$ cat src/design/xcfp_pkg.sv
`timescale 1ns / 1ps
`default_nettype none

package xcfp_pkg;

    // Sequence and command bytes that precede the payload in every body.
    localparam int unsigned HEADER_BYTES = 2;

    // Hard cap on the payload of one frame; it bounds byte_index and the run.
    localparam int unsigned PAYLOAD_CAP = 32;

    localparam int unsigned BYTE_W  = 8;
    localparam int unsigned LEN_W   = 6;
    localparam int unsigned IDX_W   = 5;
    localparam int unsigned CFG_A_W = 4;

    localparam logic [CFG_A_W-1:0] CFG_SOF_BYTE      = 4'd0;
    localparam logic [CFG_A_W-1:0] CFG_PAYLOAD_LIMIT = 4'd1;

    typedef enum logic [2:0] {
        PH_WAIT_SOF,
        PH_READ_LEN,
        PH_READ_BODY,
        PH_READ_CHK,
        PH_EMIT_RD,
        PH_EMIT_LD
    } phase_t;

endpackage

`default_nettype wire

$ cat src/design/xor_checked_frame_parser.sv
`timescale 1ns / 1ps
`default_nettype none

// Channel   | Handshake            | Payload
// ----------+----------------------+---------------------------------------------
// input     | in_valid / in_stall  | data_byte
// output    | out_valid / out_stall| seq, cmd, pld_len, has_payload,
//           |                      | payload_byte, byte_index, last
// config    | cfg_valid / cfg_ready| cfg_index, cfg_data
//
// Every received byte is accepted without a stall while the parser hunts, reads
// the length, the body or the checksum. After a frame whose checksum matches,
// the run is produced from the body memory one result at a time: a read state
// fetches the memory entry, then a load state fills the output register, waiting
// while out_stall holds the output register. Input requests are stalled only during the run.
// Reset returns the parser to hunting for the start byte; the body memory
// needs no clearing since every entry is written before a frame reads it.
module xor_checked_frame_parser
    import xcfp_pkg::*;
#(
    parameter int unsigned MAX_PAYLOAD = 32
)
(
    input  wire logic               clk,
    input  wire logic               rst_n,

    input  wire logic               in_valid,
    output logic                    in_stall,
    input  wire logic [BYTE_W-1:0]  data_byte,

    output logic                    out_valid,
    input  wire logic               out_stall,
    output logic [BYTE_W-1:0]       seq,
    output logic [BYTE_W-1:0]       cmd,
    output logic [LEN_W-1:0]        pld_len,
    output logic                    has_payload,
    output logic [BYTE_W-1:0]       payload_byte,
    output logic [IDX_W-1:0]        byte_index,
    output logic                    last,

    input  wire logic               cfg_valid,
    output logic                    cfg_ready,
    input  wire logic [CFG_A_W-1:0] cfg_index,
    input  wire logic [BYTE_W-1:0]  cfg_data
);

    // The payload of a frame never exceeds the smaller of the build limit and
    // the hard cap, so the body memory only needs that many payload entries.
    localparam int unsigned LIM_CAP     = (MAX_PAYLOAD < PAYLOAD_CAP) ?
                                          MAX_PAYLOAD : PAYLOAD_CAP;
    localparam int unsigned STORE_DEPTH = LIM_CAP + HEADER_BYTES;
    localparam int unsigned ADDR_W      = $clog2(STORE_DEPTH);

    phase_t                 state_reg, state_next;
    logic [BYTE_W-1:0]      sof_reg;
    logic [LEN_W-1:0]       limit_reg;
    logic [LEN_W-1:0]       frame_len_reg, frame_len_next;
    logic [LEN_W-1:0]       body_cnt_reg, body_cnt_next;
    logic [BYTE_W-1:0]      xor_reg, xor_next;
    logic [BYTE_W-1:0]      seq_reg, seq_next;
    logic [BYTE_W-1:0]      cmd_reg, cmd_next;
    logic [IDX_W-1:0]       emit_idx_reg, emit_idx_next;

    logic                   out_valid_reg, out_valid_next;
    logic                   out_load;
    logic [BYTE_W-1:0]      out_seq_reg, out_cmd_reg, out_byte_reg;
    logic [LEN_W-1:0]       out_len_reg;
    logic                   out_has_reg, out_last_reg;
    logic [IDX_W-1:0]       out_idx_reg;

    // Body memory: one write port for incoming body bytes, one registered
    // read port for the payload run.
    logic [BYTE_W-1:0]      body_mem [STORE_DEPTH];
    logic                   mem_we;
    logic [ADDR_W-1:0]      mem_wa;
    logic [ADDR_W-1:0]      mem_ra;
    logic [BYTE_W-1:0]      mem_rd_reg;

    logic                   in_acc;
    logic                   out_free;
    logic [LEN_W-1:0]       eff_limit;
    logic [BYTE_W-1:0]      len_max;
    logic [LEN_W-1:0]       plen;
    logic [LEN_W-1:0]       rd_pos;
    logic [LEN_W-1:0]       body_cnt_inc;
    logic                   run_last;

    assign cfg_ready = 1'b1;
    assign in_acc    = in_valid && !in_stall;
    // The output register can take a new result when it is empty or its
    // current result leaves in this cycle.
    assign out_free  = !out_valid_reg || !out_stall;

    always_comb
    begin
        eff_limit = limit_reg;
        if (limit_reg > LEN_W'(LIM_CAP))
        begin
            eff_limit = LEN_W'(LIM_CAP);
        end
    end

    assign len_max      = BYTE_W'(eff_limit) + BYTE_W'(HEADER_BYTES);
    assign plen         = frame_len_reg - LEN_W'(HEADER_BYTES);
    assign rd_pos       = LEN_W'(emit_idx_reg) + LEN_W'(HEADER_BYTES);
    assign mem_ra       = rd_pos[ADDR_W-1:0];
    assign mem_wa       = body_cnt_reg[ADDR_W-1:0];
    assign body_cnt_inc = body_cnt_reg + 1'b1;
    assign run_last     = (LEN_W'(emit_idx_reg) + 1'b1) == plen;

    always_comb
    begin
        state_next     = state_reg;
        frame_len_next = frame_len_reg;
        body_cnt_next  = body_cnt_reg;
        xor_next       = xor_reg;
        seq_next       = seq_reg;
        cmd_next       = cmd_reg;
        emit_idx_next  = emit_idx_reg;
        in_stall       = 1'b0;
        mem_we         = 1'b0;
        out_load       = 1'b0;

        case (state_reg)
            PH_WAIT_SOF:
            begin
                if (in_acc && data_byte == sof_reg)
                begin
                    state_next = PH_READ_LEN;
                end
            end
            PH_READ_LEN:
            begin
                if (in_acc)
                begin
                    if (data_byte < BYTE_W'(HEADER_BYTES) || data_byte > len_max)
                    begin
                        state_next = PH_WAIT_SOF;
                    end
                    else
                    begin
                        frame_len_next = data_byte[LEN_W-1:0];
                        body_cnt_next  = '0;
                        xor_next       = data_byte;
                        state_next     = PH_READ_BODY;
                    end
                end
            end
            PH_READ_BODY:
            begin
                if (in_acc)
                begin
                    mem_we        = 1'b1;
                    xor_next      = xor_reg ^ data_byte;
                    body_cnt_next = body_cnt_inc;
                    if (body_cnt_reg == '0)
                    begin
                        seq_next = data_byte;
                    end
                    if (body_cnt_reg == LEN_W'(1))
                    begin
                        cmd_next = data_byte;
                    end
                    if (body_cnt_inc >= frame_len_reg)
                    begin
                        state_next = PH_READ_CHK;
                    end
                end
            end
            PH_READ_CHK:
            begin
                if (in_acc)
                begin
                    emit_idx_next = '0;
                    if (xor_reg == data_byte)
                    begin
                        state_next = PH_EMIT_RD;
                    end
                    else
                    begin
                        state_next = PH_WAIT_SOF;
                    end
                end
            end
            PH_EMIT_RD:
            begin
                // The read of the current payload entry is under way.
                in_stall   = 1'b1;
                state_next = PH_EMIT_LD;
            end
            PH_EMIT_LD:
            begin
                in_stall = 1'b1;
                if (out_free)
                begin
                    out_load = 1'b1;
                    if (plen == '0 || run_last)
                    begin
                        state_next = PH_WAIT_SOF;
                    end
                    else
                    begin
                        emit_idx_next = emit_idx_reg + 1'b1;
                        state_next    = PH_EMIT_RD;
                    end
                end
            end
            default:
            begin
                state_next = PH_WAIT_SOF;
            end
        endcase
    end

    always_comb
    begin
        out_valid_next = out_valid_reg;
        if (out_load)
        begin
            out_valid_next = 1'b1;
        end
        else if (out_valid_reg && !out_stall)
        begin
            out_valid_next = 1'b0;
        end
    end

    always_ff @(posedge clk or negedge rst_n)
    begin
        if (!rst_n)
        begin
            state_reg     <= PH_WAIT_SOF;
            sof_reg       <= 8'd170;
            limit_reg     <= LEN_W'(PAYLOAD_CAP);
            frame_len_reg <= '0;
            body_cnt_reg  <= '0;
            xor_reg       <= '0;
            emit_idx_reg  <= '0;
            out_valid_reg <= 1'b0;
        end
        else
        begin
            state_reg     <= state_next;
            frame_len_reg <= frame_len_next;
            body_cnt_reg  <= body_cnt_next;
            xor_reg       <= xor_next;
            emit_idx_reg  <= emit_idx_next;
            out_valid_reg <= out_valid_next;
            if (cfg_valid && cfg_ready)
            begin
                if (cfg_index == CFG_SOF_BYTE)
                begin
                    sof_reg <= cfg_data;
                end
                else if (cfg_index == CFG_PAYLOAD_LIMIT)
                begin
                    limit_reg <= cfg_data[LEN_W-1:0];
                end
            end
        end
    end

    // Header bytes and the output payload carry no reset.
    always_ff @(posedge clk)
    begin
        seq_reg <= seq_next;
        cmd_reg <= cmd_next;
        if (out_load)
        begin
            out_seq_reg <= seq_reg;
            out_cmd_reg <= cmd_reg;
            out_len_reg <= plen;
            if (plen == '0)
            begin
                out_has_reg  <= 1'b0;
                out_byte_reg <= '0;
                out_idx_reg  <= '0;
                out_last_reg <= 1'b1;
            end
            else
            begin
                out_has_reg  <= 1'b1;
                out_byte_reg <= mem_rd_reg;
                out_idx_reg  <= emit_idx_reg;
                out_last_reg <= run_last;
            end
        end
    end

    always_ff @(posedge clk)
    begin
        if (mem_we)
        begin
            body_mem[mem_wa] <= data_byte;
        end
        mem_rd_reg <= body_mem[mem_ra];
    end

    assign out_valid    = out_valid_reg;
    assign seq          = out_seq_reg;
    assign cmd          = out_cmd_reg;
    assign pld_len      = out_len_reg;
    assign has_payload  = out_has_reg;
    assign payload_byte = out_byte_reg;
    assign byte_index   = out_idx_reg;
    assign last         = out_last_reg;

endmodule

`default_nettype wire
$ cat config.mk
export PLATFORM = sky130hd
export DESIGN_NAME = xor_checked_frame_parser
export DESIGN_NICKNAME = d
export VERILOG_FILES = /design/src/design/xcfp_pkg.sv /design/src/design/xor_checked_frame_parser.sv
export SDC_FILE = /design/constraint.sdc
export NUM_CORES = 1
export LEC_CHECK = 0
export ABC_AREA = 1
export BUFFER_PORTS_ARGS = -buffer_cell sky130_fd_sc_hd__buf_2
export CAP_MARGIN = 15
export CORE_MARGIN = 4
export CORE_UTILIZATION = 45
export DETAILED_ROUTE_END_ITERATION = 10
export GPL_ROUTABILITY_DRIVEN = 0
export RECOVER_POWER = 50
export SETUP_SLACK_MARGIN = 0.1
export SKIP_CTS_REPAIR_TIMING = 1
export SYNTH_ARGS = -nofsm -noshare
export SYNTH_HDL_FRONTEND = slang
export SYNTH_SLANG_ARGS = --single-unit
$ cat constraint.sdc
create_clock -name clk -period 3.2 [get_ports clk]
set_input_delay 0.64 -clock clk [delete_from_list [all_inputs] [get_ports clk]]
set_output_delay 0.64 -clock clk [all_outputs]
set_load 0.05 [all_outputs]
=== Yosys cells after proc, flatten, opt, wreduce, memory -nomap -nowiden ===
Memory sizes are Yosys's and may differ from the RTL's. A register that Yosys moved wholly into a read port is not among the register bits.
Index checks and enable logic that the tools add are counted.

* Bits in writable memories: 272
* Word-level logic and storage cells: 107
* Flip-flop bits (word level): 96
* Output and inout port bits: 40
* Memories: 1

* Add/sub/neg operators: 6
* Reduce and logical (&&, ||, !) cells: 25
* Bitwise gates (word level): 3
* Eq/ne operators: 18
* Multiplexer cells: 33
* Magnitude comparators: 4

{| class="wikitable"
|+ Memories
! name !! words !! bits a word !! rd ports !! clocked after Yosys merged registers in !! wr ports !! RTL line !! source
|-
| body_mem || 34 || 8 || 1 || 1 || 1 || xor_checked_frame_parser.sv:73 || <nowiki>logic [BYTE_W-1:0] body_mem [STORE_DEPTH];</nowiki>
|}

{| class="wikitable"
|+ Operator list
! cell !! number
|-
| 3-bit two-way mux || 8
|-
| 6-bit two-way mux || 4
|-
| 8-bit two-way mux || 3
|-
| 3-bit one-hot mux with 6 select lines || 1
|-
| 8-bit == test || 2
|-
| 2-bit != test, second input constant || 8
|-
| 8-bit one-hot mux with 2 select lines || 1
|-
| 5-bit two-way mux || 3
|-
| 6-bit zero test || 2
|-
| 6-bit one-hot mux with 2 select lines || 1
|-
| 3-bit AND reduction || 4
|-
| 1-bit two-way mux || 10
|-
| 5-bit one-hot mux with 2 select lines || 1
|-
| 8-bit by 7-bit greater-than comparator with 1-bit output || 1
|-
| 8-bit by 2-bit < comparator with 1-bit output, second input constant || 1
|-
| 4-bit AND reduction || 2
|-
| 8-bit bitwise XOR || 1
|-
| 6-bit by 2-bit adder with 7-bit output, second input constant || 1
|-
| 5-bit by 1-bit adder with 6-bit output, second input constant || 1
|-
| 5-bit by 2-bit adder with 6-bit output, second input constant || 1
|-
| 6-bit by 1-bit adder with 6-bit output, second input constant || 1
|-
| 3-bit by 2-bit == test with 1-bit output, second input constant || 2
|-
| 3-bit == test, second input constant || 2
|-
| 6-bit by 1-bit == test with 1-bit output, second input constant || 1
|-
| 18 further kinds || 27
|}

=== Logic depth before layout (Yosys ltp) ===
Gate-level depths: netlist of the first run.

* Depth in word-level cells: 9
* Depth in mapped cells: 19
* Gate-level depth less buffers: 18

=== Least setup slack after synthesis of the first run ===
OpenSTA, ideal clock, no wires.

* Kind: register to register
* Start point: register state_reg[0]
* End point: register out_idx_reg[0], in the netlist byte_index[0], enable pin
* Path buffers: 0
* Path slack: 0.336 ns
* Required time: 2.769 ns
* Stages on the path, launching flop included: 5
* Data arrival time: 2.432 ns
* Clock period less this slack: 2.864 ns
* Cells stage by stage: dfrtp_1 -> inv_2 -> nor3_4 -> inv_2 -> nor2_1

* Word-level cells in the longest chain between the ends: 2

{| class="wikitable"
|+ Ends and longest elaborated chain
! item !! RTL line !! source
|-
| start: declaration || xor_checked_frame_parser.sv:54 || <nowiki>phase_t state_reg, state_next;</nowiki>
|-
| start signal: assignment || xor_checked_frame_parser.sv:243 || <nowiki>state_reg <= state_next;</nowiki>
|-
| 3-bit == test || xor_checked_frame_parser.sv:124 || <nowiki>case (state_reg)</nowiki>
|-
| 1-bit two-way mux || xor_checked_frame_parser.sv:124 ||
|-
| net out_load || xor_checked_frame_parser.sv:65 || <nowiki>logic out_load;</nowiki>
|-
| end signal: assignment || xor_checked_frame_parser.sv:284 || <nowiki>out_idx_reg <= emit_idx_reg;</nowiki>
|-
| end: declaration || xor_checked_frame_parser.sv:69 || <nowiki>logic [IDX_W-1:0] out_idx_reg;</nowiki>
|}

The timed path passes the listed nets, and every way through them passes these cells.
A chain may end at the register's enable or synchronous reset.

=== Worst setup path in the final report of the first run ===
* Start point: input port data_byte[5]
* End point: register state_reg[2]

* Word-level cells in the longest chain between the ends: 4

{| class="wikitable"
|+ Ends and longest elaborated chain
! item !! RTL line !! source
|-
| start: declaration || xor_checked_frame_parser.sv:29 || <nowiki>input wire logic [BYTE_W-1:0] data_byte,</nowiki>
|-
| 8-bit == test, on equally long branches || xor_checked_frame_parser.sv:175, xor_checked_frame_parser.sv:127 ||
|-
| 3-bit two-way mux / 1-bit logical AND (equally long branches) || xor_checked_frame_parser.sv:175, xor_checked_frame_parser.sv:127 ||
|-
| 3-bit two-way mux / 2-bit != test (equally long branches) || - ||
|-
| 3-bit one-hot mux with 6 select lines / 6-bit AND reduction (equally long branches) || - ||
|}

Several ways; a longest one is shown, not always the timed one. The select of a mux whose other input is x is not followed.

==> results of run 1 <==
==> worst paths after layout <==
kind,from,endpoint,slack [ps],depth (start not counted)
min in group asynchronous,rst_n,emit_idx_reg[4],620,2
max in group asynchronous,rst_n,body_cnt_reg[0],1320,3
max,data_byte[5],state_reg[2],210,9
max reg2reg,limit_reg[3],xor_reg[7],400,18
min reg2reg,cmd_reg[2],cmd[2],420,0
min,cfg_data[6],sof_reg[6],340,2
==> area by class of cell <==
class                   count  area, um2
multi-input cells         863       4290
flip-flops and latches    376      11000
well taps                 455        569
clock inverters            23        224
inverters                  71        268
fillers                  3002      16500
clock buffers              51       1070
repair buffers            120        724
==> layout by cell type, fill, tap and decap left out, drive strengths merged <==
| cell type | Yosys | layout |
|---|---|---|
| clkinv | 0 | 16 |
| o211ai | 64 | 64 |
| or2 | 4 | 4 |
| clkbuf | 35 | 95 |
| a21oi | 7 | 7 |
| nor4 | 1 | 1 |
| ha | 20 | 20 |
| mux2 | 2 | 2 |
| xnor2 | 14 | 14 |
| dlygate4sd3 | 0 | 1 |
| dfrtp | 38 | 38 |
| o21ai | 180 | 180 |
| nand2 | 185 | 185 |
| bufinv | 0 | 3 |
| conb | 1 | 2 |
| edfxtp | 325 | 325 |
| a211oi | 1 | 1 |
| o22ai | 1 | 1 |
| nor3 | 10 | 10 |
| nand3b | 1 | 1 |
| dfstp | 5 | 5 |
| inv | 71 | 72 |
| a41oi | 1 | 1 |
| clkinvlp | 0 | 3 |
| o21a | 1 | 1 |
| nor2 | 276 | 276 |
| dfxtp | 8 | 8 |
| buf | 30 | 75 |
| xor2 | 9 | 9 |
| nand4 | 9 | 9 |
| nand3 | 75 | 75 |
==> power by group <==
| part | switching (mW) | internal (mW) |
|---|---|---|
| clock network | 1.90 | 2.65 |
| registers | 0.175 | 5.54 |
| logic | 0.713 | 0.364 |
| total | 2.79 | 8.55 |
==> synth_stat cells, drive strengths merged <==
library cell,n
xor2,9
mux2,2
nor3,10
nand3,75
nand4,9
nand2,185
dfxtp,8
buf,30
or2,4
a41oi,1
dfstp,5
o21ai,180
conb,1
a211oi,1
o211ai,64
xnor2,14
o21a,1
a21oi,7
nor2,276
o22ai,1
inv,71
edfxtp,325
nand3b,1
dfrtp,38
ha,20
nor4,1
clkbuf,35
==> stage by stage <==
stage / setup WS [ps] / util, %
5_1_grt: 90.1 / 52.4
6_report: 209 / 52.4
3_5_place_dp: 310 / 48.9
2_1_floorplan: 336 / -
3_3_place_gp: 456 / 48.9
4_1_cts: 303 / 52.6
==> routing by layer <==
metal | track usage [%] | up-vias | share of wire, % | wire [um]
met4 | 4.60 | 0 | 2.0 | 768
li1 | - | 5025 | - | -
met3 | 2.75 | 56 | 5.1 | 1930
met1 | 28.2 | 5049 | 45 | 17000
met5 | 0 | - | 0 | 0
met2 | 32.4 | 248 | 48 | 18300
==> cell families (layout without fill, tap and decap cells) <==
logic type	count (synthesis)	after routing
simple gates	561	561
flops	376	376
compound gates	255	255
buf+inv	136	265
xor+xnor	23	23
fa+ha+maj	20	20
mux	2	2
other cells	1	2
==> metrics.txt, run 1 <==
worst path arrival time 3460 ps; max FFs per register 272; worst path cell trace clkbuf_1, clkbuf_1, xnor2_1, nand2_1, nor3_1, nand4_1, nand3_1, nand2_1, nand2_1; initial antenna violation count 0; gr usage total around a fifth; mapped cell area 0.0159 mm2; clk_lat worst skew 540 ps; Die Span Y 196 um; Syn Inst Count 1374; Area contributors post-synth edfxtp_1, nor2_1, dfrtp_1; # rows 68; WL/cell 19.4 um; Rel. slew slack -47.3%; final setup vio count 0; First-pass DRT Iterations 5; die width just under 200 um; failing checks capacitance limit, slew limit; Final Cycle Share just over 90%; die area between 0.03 and 0.04 mm2; Leak Pwr between 6 and 7 nW; worst vdd ir 0.489 mV; # clock sinks 376; first-pass GRT wire length 59000 um; Post-Syn Area per Cell 11.5 um2; Post-route DRC 0; Yosys reg bits 376; final hold violation count 0; final count of pins violating max slew 215; CTS Buffer Depth 3; Synth Area in XOR/XNOR 1.27%; CORE AREA 0.0346 mm2; Starting Density between 40% and 50%; synth warn 0; Slew @ Worst Pin roughly 2200 ps; RSZ-0062 raised after global routing no; Final Critical Period roughly 3000 ps; TritonCTS clock tree built; Vias 10.4k; slowest cell on the critical path clkbuf_1; CP max stage delay 1420 ps; post-synth top area share 61.5%; dpl cell area 0.0169 mm2; Max Fclk about 330 MHz; WL final ~38000 um; H-tree depth 2; Finished Layout Cells just under 2k; initial DRC count between 600 and 700; Crit Path Class in -> reg; area share of fa/ha/maj cells after synthesis 1.58%; vias in the first global route about 10k; Via density 5.30; Setup crit start kind input pin; simple-gate portion of the synthesized area 14.7%; Worst-path clk slew 60 ps; CP endpoint kind flop; Cells after DPL 1883; IO Pins 65; cell area after layout 0.0182 mm2; leading area contributor after synthesis edfxtp_1; Hold Crit Class in -> reg; total CTS buffers 40; Synth Area in Compound Gates 9.23%; CP top delay family buffers and inverters; grt total ovfl 0; clk_skew 13.4 ps; mux contribution to synthesized area 0.142%; IO buf count 63; final net count 1517; DP HPWL between 20000 and 25000 um; sequential area share after synthesis 69.4%; Syn-to-layout area delta 14.5%; Buffers & Inverters on Critical Path 2; layout cells sized above 1 11.4%; Setup TNS 0 ps; largest net degree at the start of global routing 133; MaxCap Viol Count 6; status complete, but fails checks; count of cell types in the netlist 41; smallest hold slack between 300 and 400 ps; total power ~11 mW; crit path max fanout 34; clock root cell clkbuf_16; # diodes 0; CP most frequent cell nand2_1; pwr dens 624 mW/mm2; largest family of logic cells by synthesized area simple AND/OR/NAND/NOR gates; Worst EP required about 3700 ps; Routed Antenna Nets 0
Note: power is estimated with default switching activity, not from simulation.
==> inputs of run 2 (changes only) <==
--- a/config.mk
+++ b/config.mk
@@ -8,10 +8,10 @@
 export ABC_AREA = 1
 export BUFFER_PORTS_ARGS = -buffer_cell sky130_fd_sc_hd__buf_2
 export CAP_MARGIN = 15
-export CORE_MARGIN = 4
 export CORE_UTILIZATION = 45
 export DETAILED_ROUTE_END_ITERATION = 10
 export GPL_ROUTABILITY_DRIVEN = 0
+export PLACE_DENSITY = 0.62
 export RECOVER_POWER = 50
 export SETUP_SLACK_MARGIN = 0.1
 export SKIP_CTS_REPAIR_TIMING = 1
==> run 2 against run 1 <==
Net effect:
- the flow still finishes with violations (capacitance limit, slew limit)
- clock power barely moved
- combinational power about the same
- non-clock buffer count increased by 7
- critical path depth fell by 2
- global-route usage grew 1.3 points
- core utilization increased by 0.12 points
- clock skew rose by 9.2 ps
==> metrics.txt, run 2 (synthesized netlist as in run 1, its figures left out) <==
status complete, but fails checks; failing checks capacitance limit, slew limit; Starting Density 45.8% (unchanged); FF-to-FF path depth 8 (-10); TritonCTS clock tree built; max FFs per register 272 (unchanged); Worst EP required 3630 ps (-40 ps); logic gate share of total power 9.7% (+0.2 points); die width 190 um (-3.1%); CP endpoint kind flop; Vias 10.5k (+1.1%); Slew @ Worst Pin 2360 ps (+152 ps); CORE AREA 0.0346 mm2 (unchanged); final count of pins violating max slew 255 (+19%); worst vdd ir 0.396 mV (-19%); flop2flop setup slack 410 ps (about the same); # clock sinks 376 (unchanged); initial antenna violation count 0 (unchanged); First-pass DRT Iterations 5 (unchanged); largest net degree at the start of global routing 142 (+6.8%); Syn-to-layout area delta 14.7%; H-tree depth 2 (unchanged); DP HPWL 23300 um (-0.40%); Final Cycle Share 90.6% (-2.9 points); # diodes 0 (unchanged); final net count 1524 (+0.46%); most common cell after layout, fill and taps aside edfxtp_1; total power 11.3 mW (+0.12%); Setup crit start kind input pin; clk_skew 22.5 ps (+9.17 ps); leading cell types in the layout, fill and taps excluded edfxtp_1, nor2_1, nand2_1; vias in the first global route 10.2k (+1.0%); MaxCap Viol Count 7 (+1); Worst R2R End body_mem[12][1]; Via density 5.33 (+0.69%); die area 0.0360 mm2 (-6.0%); worst path arrival time 3330 ps (-130 ps); clock root cell clkbuf_16; Final Critical Period 2900 ps (-92.0 ps); Die Span Y 190 um (-3.1%); worst r2r src state_reg[1]; pwr dens 624 mW/mm2 (-0.11%); Worst-path clk slew 60 ps (about the same); clk_lat worst skew 550 ps (about the same); Sw Pwr 2.74 mW (-1.5%); register area 0.0110 mm2 (unchanged); RSZ-0062 raised after global routing no; Crit Path Class in -> reg; IO Pins 65 (unchanged); Switching Fraction 24.2% (-0.39 points); Setup TNS 0 ps (unchanged); Max Fclk 345 MHz (+3.2%); IO buf count 63 (unchanged); P_int 8.60 mW (+0.63%); Hold Startpoint out_stall; Hold Crit Class in -> reg; Post-route DRC 0 (unchanged); smallest hold slack 326 ps (-11.2 ps); Clk network pwr share 40.0% (about the same); Leak Pwr 6.66 nW (+0.51%); CTS Buffer Depth 3 (unchanged); hold path endpoint out_valid; WL/cell 19.0 um (-2.2%); Routed Antenna Nets 0 (unchanged); grt total ovfl 0 (unchanged); WL final 37300 um (-1.8%); layout cells sized above 1 11.8% (+0.48 points); final hold violation count 0 (unchanged); fillers 2945 (-1.9%); total CTS buffers 40 (unchanged); # rows 68 (unchanged); Hold Path Stages 3 (+1); first-pass GRT wire length 57800 um (-2.0%); initial DRC count 797 (+16%); Seq pwr share 50.3% (about the same); Final Util 52.6% (+0.12 points); final setup vio count 0 (unchanged); gr usage total 21.0% (+1.3 points); Rel. slew slack -57.5% (-10 points); Multi-input gate area 0.00430 mm2 (+0.18%); crit path max fanout 38 (+12%)
[run 2: cell count changes in the layout (fill, tap and decap cells not counted), sizes merged]
cell	previous run	this run
clkbuf	95	93
clkinv	16	19
inv	72	70
clkinvlp	3	1
buf	75	86
dlygate4sd3	1	0
[run 2: per-layer routing]
metal / up-vias / part of all wire (%) / GRT usage, %
met5: - / 0 / 0
met4: 0 / 2.3 / 5.77
met3: 63 / 6.0 / 3.63
met2: 308 / 48 / 34.7
met1: 5084 / 44 / 28.7
li1: 5032 / - / -
[run 2: how the worst max path moves through the flow]
stage / startpoint / to / slack (ps)
after floorplan: state_reg[0] / byte_index[0] / 340
after global placement: limit_reg[3] / xor_reg[3] / 460
after detailed placement: limit_reg[3] / xor_reg[1] / 360
after CTS: limit_reg[3] / xor_reg[4] / 320
after global routing: data_byte[3] / state_reg[2] / 120
final: data_byte[3] / state_reg[2] / 300
[run 2: final cells by class]
| type | instances | area share, % |
|---|---|---|
| timing repair buffer | 127 | 4.10 |
| inverter | 71 | 1.47 |
| sequential | 376 | 60.5 |
| multi-input combinational | 863 | 23.6 |
| clock inverter | 22 | 1.16 |
| tap | 455 | 3.13 |
| clock buffer | 52 | 6.03 |
[run 2: power groups by stage]
stage	logic (mW)	clock network [mW]	registers, mW
2_1_floorplan	0.784	0	5.75
3_3_place_gp	1.03	0	5.79
4_1_cts	1.07	4.62	5.70
6_report	1.10	4.54	5.71
3_5_place_dp	1.07	0	5.80
5_1_grt	1.26	4.80	5.73
[run 2: critical path: stages]
cell	delay [ps]
clkbuf_1	390
clkbuf_1	1600
xnor2_1	240
nand4_1	230
nand3_1	100
nand2_1	70
nand2_1	50
[run 2: per-stage QoR]
stage / instance area (um2) / std cells / setup slack [ps]
finish: 18200 / 1966 / 301
global route: 18200 / 1966 / 117
detailed placement: 16900 / 1887 / 359
CTS: 18200 / 1961 / 317
global placement: 16900 / 1887 / 460
floorplan: 15900 / 1375 / 336
